`config.mk`:
```
export PLATFORM = sky130hd
export DESIGN_NAME = sbec_div
export DESIGN_NICKNAME = d
export VERILOG_FILES = /design/src/design/sbec_pkg.sv /design/src/design/sbec_div.sv
export SDC_FILE = /design/constraint.sdc
export NUM_CORES = 2
export LEC_CHECK = 0
export BUFFER_PORTS_ARGS = -buffer_cell sky130_fd_sc_hd__buf_4
export CORE_MARGIN = 10
export CORE_UTILIZATION = 70
export CTS_CLUSTER_SIZE = 40
export DETAILED_ROUTE_END_ITERATION = 7
export PLACE_DENSITY = 0.88
export SYNTH_ARGS = -nofsm -noshare
export SYNTH_HDL_FRONTEND = slang
export SYNTH_SLANG_ARGS = --single-unit
```
`constraint.sdc`:
```
create_clock -name clk -period 22.2 [get_ports clk]
set_clock_uncertainty 0.15 [all_clocks]
set_input_delay 4.44 -clock clk [delete_from_list [all_inputs] [get_ports clk]]
set_output_delay 4.44 -clock clk [all_outputs]
set_load 0.005 [all_outputs]
```
`src/design/sbec_pkg.sv`:
```
// shared types and constants for the segment box entry clipper
`default_nettype none
package sbec_pkg;

	// coordinate width (signed q16.16) and entry parameter width (q0.30 fraction)
	localparam int CW = 32;
	localparam int TW = 30;

	// quotient bits resolved in each divider stage
	localparam int DIV_BITS   = 3;
	localparam int DIV_STAGES = TW / DIV_BITS;

	// number of axes
	localparam int NAX = 3;

	// result codes
	typedef enum logic [1:0] {
		HIT_MISS   = 2'd0,
		HIT_ENTER  = 2'd1,
		HIT_INSIDE = 2'd2
	} hit_code_t;

	// one request: segment start, segment end, box corners
	typedef struct packed {
		logic signed [CW-1:0] start_x;
		logic signed [CW-1:0] start_y;
		logic signed [CW-1:0] start_z;
		logic signed [CW-1:0] end_x;
		logic signed [CW-1:0] end_y;
		logic signed [CW-1:0] end_z;
		logic signed [CW-1:0] box_min_x;
		logic signed [CW-1:0] box_min_y;
		logic signed [CW-1:0] box_min_z;
		logic signed [CW-1:0] box_max_x;
		logic signed [CW-1:0] box_max_y;
		logic signed [CW-1:0] box_max_z;
	} req_t;

	// one result
	typedef struct packed {
		logic [1:0]           hit_code;
		logic signed [CW-1:0] hit_x;
		logic signed [CW-1:0] hit_y;
		logic signed [CW-1:0] hit_z;
	} res_t;

	// geometry that travels alongside the dividers
	typedef struct packed {
		logic [NAX-1:0][CW-1:0] st;
		logic [NAX-1:0][CW-1:0] lo;
		logic [NAX-1:0][CW-1:0] hi;
		logic [NAX-1:0][CW-1:0] plane;
		logic [NAX-1:0][CW-1:0] dmag;
		logic [NAX-1:0]         dneg;
		logic [NAX-1:0]         tried;
		logic                   outside;
	} geo_t;

endpackage
`default_nettype wire

```
`src/design/sbec_div.sv`:
```
// pipelined restoring divider giving a truncated q0.30 ratio num/den (num < den)
`default_nettype none
module sbec_div (
	input  wire logic                    clk,
	input  wire logic [sbec_pkg::CW-1:0] num,
	input  wire logic [sbec_pkg::CW-1:0] den,
	output logic      [sbec_pkg::TW-1:0] quo
);
	import sbec_pkg::*;

	typedef struct packed {
		logic [CW-1:0] rem;
		logic [TW-1:0] quo;
	} div_st_t;

	// DIV_BITS shift and subtract steps
	function automatic div_st_t div_step(div_st_t cur, logic [CW-1:0] d);
		div_st_t    nxt;
		logic [CW:0] sh;
		nxt = cur;
		for (int i = 0; i < DIV_BITS; i++) begin
			sh      = {nxt.rem, 1'b0};
			nxt.quo = {nxt.quo[TW-2:0], 1'b0};
			if (sh >= {1'b0, d}) begin
				sh         = sh - {1'b0, d};
				nxt.quo[0] = 1'b1;
			end
			nxt.rem = sh[CW-1:0];
		end
		return nxt;
	endfunction

	div_st_t       st_s  [DIV_STAGES];
	logic [CW-1:0] den_s [DIV_STAGES];

	// first stage takes the operands
	always_ff @(posedge clk) begin
		st_s[0]  <= div_step('{rem: num, quo: '0}, den);
		den_s[0] <= den;
	end

	// remaining stages
	for (genvar g = 1; g < DIV_STAGES; g++) begin : g_stage
		always_ff @(posedge clk) begin
			st_s[g]  <= div_step(st_s[g-1], den_s[g-1]);
			den_s[g] <= den_s[g-1];
		end
	end

	assign quo = st_s[DIV_STAGES-1].quo;

endmodule
`default_nettype wire

```
# Word level (Yosys, flattened, before mapping)
# Memories as Yosys holds them, arrays and structs flattened.
# Index checks and enable logic that the tools add are counted.
# word_totals
input_bits,65
memories,2
output_inout_bits,30
ram_bits,940
wordCells,122
ff_bits,0
# classes
n_lt_le_gt_ge,30
mux,60
add_sub_neg,30
# memory_table
memory,depth,width,read_ports,rd_ports_with_merged_regs,write_ports,line,text
st_s,10,62,10,0,10,sbec_div.sv:33,div_st_t st_s [DIV_STAGES];
den_s,10,32,9,0,10,sbec_div.sv:34,logic [CW-1:0] den_s [DIV_STAGES];
# op_table
op,n
$ge A33 B32 Y1,30
$mux W32,30
$sub A32 B32 Y32,30
$mux W1,30

# Logic depth before layout (Yosys ltp)
# An unclocked memory read counts as a cell.
# logic_depth
word_depth,7
ltp_mapped,45
ltp_nobuf,39

# Least setup slack after synthesis
# No wires, ideal clock.
# synth_timing
kind,input port to flip-flop
from,input den[18] in the netlist's numbering
to,memory st_s[0][55] in the netlist's numbering
t_arrival_ps,13114
t_required_ps,21929
path_stages,42
slack_ps,8815
n_path_buf,6
setup_ps,121
cell_sequence,inv_1 > ha_1 > clkbuf_1 > a21o_1 > a21o_1 > a211oi_1 > nor3_1 > a211o_1 > a2111oi_0 > or2_2 > o211ai_2 > buf_2 > clkbuf_1 > nor2_1 > a21oi_1 > ha_1 > nand3_1 > o21a_1 > [6 not listed] > o211ai_2 > buf_2 > mux2_2 > ha_1 > a211oi_1 > nor2_1 > o41a_1 > a31o_2 > nor4_1 > o31ai_1 > o21a_1 > o21a_1 > o21a_1 > nor2_1 > o2111a_1 > buf_4 > buf_6 > mux2_2
# synth_lines
item,line,text
start: declaration,sbec_div.sv:6,"input wire logic [sbec_pkg::CW-1:0] den,"
end: declaration,sbec_div.sv:33,

==> results_dict.tcl <==
set metrics [dict create \
    timing.hold.worst_endpoint "st_s[9][23]" \
    finalHoldViolations 0 \
    regArea_um2 14800 \
    critical_path_buf_inv_count 5 \
    library_cells_used_by_synthesis 107 \
    post-route-worst-setup-slack_ps 6100 \
    rsz0062_at_grt "no" \
    detailed_place_hpwl_mm 180 \
    synth-edff-count 0 \
    met3_usage_pct 4.99 \
    yosys_most_used_dff "sky130_fd_sc_hd__dfxtp_1" \
    ff2ff_setup_slack_ps 9490 \
    r2r_cells 38 \
    final_net_count 9769 \
    worst_path_max_delay_cell "sky130_fd_sc_hd__a2111oi_0" \
    grt_pass1_wl_mm 348 \
    grt_start_max_net_pins 56 \
    timing.setup.critical_path_class "input port to flip-flop" \
    postSynth.asyncResetShare_pct 0 \
    die_y_um 339 \
    hp-start "st_s[8][20]" \
    area_growth_syn_to_layout_pct 6.96 \
    cts_post_setup_buffers_inserted 0 \
    fin_tns_setup_ps 0 \
    worst_skew_pair.late_latency_ps 710 \
    stdcell_count 10196 \
    r2r-end "st_s[6][61]" \
    yosysWarningCount 0 \
    min_period_ps 16100 \
    cp_data_required_time_ps 22590 \
    vias 67390 \
    maximum_clock_insertion_buffer_count 3 \
    max_transition_viols_final 0 \
    setup_viol 0 \
    mostFrequentLayoutCells "940 x sky130_fd_sc_hd__ha_1, 814 x sky130_fd_sc_hd__a21oi_1, 741 x sky130_fd_sc_hd__dfxtp_1, 597 x sky130_fd_sc_hd__nor2_1, 592 x sky130_fd_sc_hd__inv_1" \
    drcViolationCount 10 \
    critical_path.max_fanout 50 \
    ant_nets 0 \
    max_slew.worst_pin.slew_ps 1230 \
    postSynthNetCount 9722 \
    synth-seq-cells 741 \
    cts.sinks 741 \
    grtUsageMet1_pct 42.1 \
    syn_area_per_cell_um2 8.19 \
    num_rows 117 \
    worst_path_dominant_cell_family "compound AO/OA/AOI/OAI gates" \
    clock_transition_time_at_the_flip_flop_clock_pins_of_the_worst_setup_and_hold_paths_ps 70 \
    holdBufCountCts 0 \
    floorplan.core_area_um2 101000 \
    whs_ps 170 \
    route.detailed.wl_per_inst_um 22.1 \
    globalRoute.totalOverflow 0 \
    multiInputGateArea_um2 53600 \
    failed_checks "design-rule violations" \
    fill_cells 7631 \
    layout-drive-gt1-share_pct 10.4 \
    slowest_delay_ps 780 \
    dpl.cell_count 10038 \
    global_route.usage.met2_pct 62.2 \
    drtIter0Drc 6354 \
    critPathArrivalTime_ps 16490 \
    slew-limit-headroom_pct 17.6 \
    hold_path.class "flip-flop to flip-flop" \
    finalWirelength_mm 226 \
    drtPass1Iterations 8 \
    vias_per_cell 6.61 \
    max_freq_mhz 62.1 \
    netlist_instances 8707 \
    io_pins 95 \
    die_area_um2 115000 \
    via_count_of_the_first_global_routing_pass 65006 \
    mostFrequentLayoutCell "sky130_fd_sc_hd__ha_1" \
    r2r-start "den_s[5][1]" \
    antenna_found_initial 15 \
    portBuffers 94 \
    cts_resized 0 \
    die_w_um 339 \
    cts_htree_levels 3 \
    initial_utilization_pct 70.3 \
    synth_sequential_area_ratio_pct 20.8 \
    hold_depth 0 \
    critical_path.endpoint_type "flip-flop" \
    busiest_layer "met2" \
    tritoncts "yes" \
    netlist_area_um2 71300 \
    total_routing_usage_gr_pct 37.0 \
    period_share_pct 72.5 \
    run_status "finished with violations" \
    clk_root_buffer_cell "sky130_fd_sc_hd__clkbuf_16" \
    numCtsBuffers 82 \
    setup.worst_path.start_class "input port" \
    cap_violations 0 \
    gp_congestion 0.998 \
    post-place-ws_ps 5980 \
]
-- synth_stat cells, types with 25 or more instances --
cell type	count	area [µm²]
sky130_fd_sc_hd__nor2_1	599	2250
sky130_fd_sc_hd__a221oi_1	27	236
sky130_fd_sc_hd__mux2_4	25	375
sky130_fd_sc_hd__and2_1	64	400
sky130_fd_sc_hd__mux2i_1	48	480
sky130_fd_sc_hd__clkbuf_1	83	312
sky130_fd_sc_hd__o211ai_1	51	383
sky130_fd_sc_hd__o21ai_0	520	2600
sky130_fd_sc_hd__a211o_1	32	280
sky130_fd_sc_hd__a21oi_1	816	4080
sky130_fd_sc_hd__or2_2	38	238
sky130_fd_sc_hd__inv_1	592	2220
sky130_fd_sc_hd__a21boi_0	26	195
sky130_fd_sc_hd__nand3_1	138	691
sky130_fd_sc_hd__o21bai_1	150	1130
sky130_fd_sc_hd__and3_1	100	626
sky130_fd_sc_hd__o31a_1	26	228
sky130_fd_sc_hd__xor2_1	237	2080
sky130_fd_sc_hd__nand2_1	578	2170
sky130_fd_sc_hd__dfxtp_1	741	14800
sky130_fd_sc_hd__o21a_1	150	1130
sky130_fd_sc_hd__xnor2_1	536	4690
sky130_fd_sc_hd__buf_2	48	240
sky130_fd_sc_hd__nand2b_1	101	632
sky130_fd_sc_hd__a211oi_1	73	548
sky130_fd_sc_hd__a21o_1	439	3300
sky130_fd_sc_hd__ha_1	940	11800
sky130_fd_sc_hd__and4_1	29	254
sky130_fd_sc_hd__nor3_1	146	731
sky130_fd_sc_hd__mux2_2	510	5740
sky130_fd_sc_hd__a31oi_1	102	638
sky130_fd_sc_hd__o31ai_1	53	398
sky130_fd_sc_hd__nand4_1	120	751
sky130_fd_sc_hd__nor2b_1	100	626
sky130_fd_sc_hd__nor4_1	34	213
sky130_fd_sc_hd__o221ai_1	36	315
sky130_fd_sc_hd__or3_1	44	275
-- routing by layer --
| metal | share of wire (%) | routed length, µm |
|---|---|---|
| met4 | 9.2 | 20600 |
| met3 | 7.0 | 15700 |
| met1 | 38 | 85400 |
| met2 | 46 | 104000 |
| met5 | 0 | 0 |
-- layout make-up --
type                    count  area share, %
flip-flops and latches    741           19.4
clock buffers             102           2.96
clock inverters            48          0.904
inverters                 599           2.95
well taps                1368           2.24
multi-input cells        7203           70.2
repair buffers            127           1.25
diodes                      8         0.0262
-- through the flow --
stage                     cell area (µm²)  util (%)
after CTS                           76300      75.2
after global routing                76300      75.2
after global placement              73300      72.3
after detailed placement            73300      72.3
after floorplan                     71300         -
final                               76300      75.2
-- worst max-delay path by stage --
stage,startpoint,endpoint,slack [ps],cells after the start
finish,den[2],st_s[0][33],6100,39
global route,den[2],st_s[0][34],5680,39
CTS,den[2],st_s[0][33],6560,39
detailed placement,den[11],st_s[0][33],5980,39
global placement,den[2],st_s[0][31],6070,39
floorplan,den[18],st_s[0][55],8820,42
-- registers in the layout (all words and copies together), names as in the netlist --
name	count
den_s	288
st_s	453
-- cell families (layout without fill, tap and decap cells) --
group / Yosys count / count (layout) / synth area share, %
AOI/OAI and AO/OA: 2740 / 2740 / 24.8
xor gates and xnor gates: 773 / 773 / 9.49
adders and majority gates: 950 / 950 / 16.8
buffers and inverters: 763 / 876 / 4.25
DFF: 741 / 741 / 20.8
muxes: 599 / 599 / 9.51
other: 0 / 8 / 0
and+or+nand+nor: 2141 / 2141 / 14.4
Power is not shown: default switching activity piles up to over one toggle a cycle in this logic, so the estimate is an artifact.
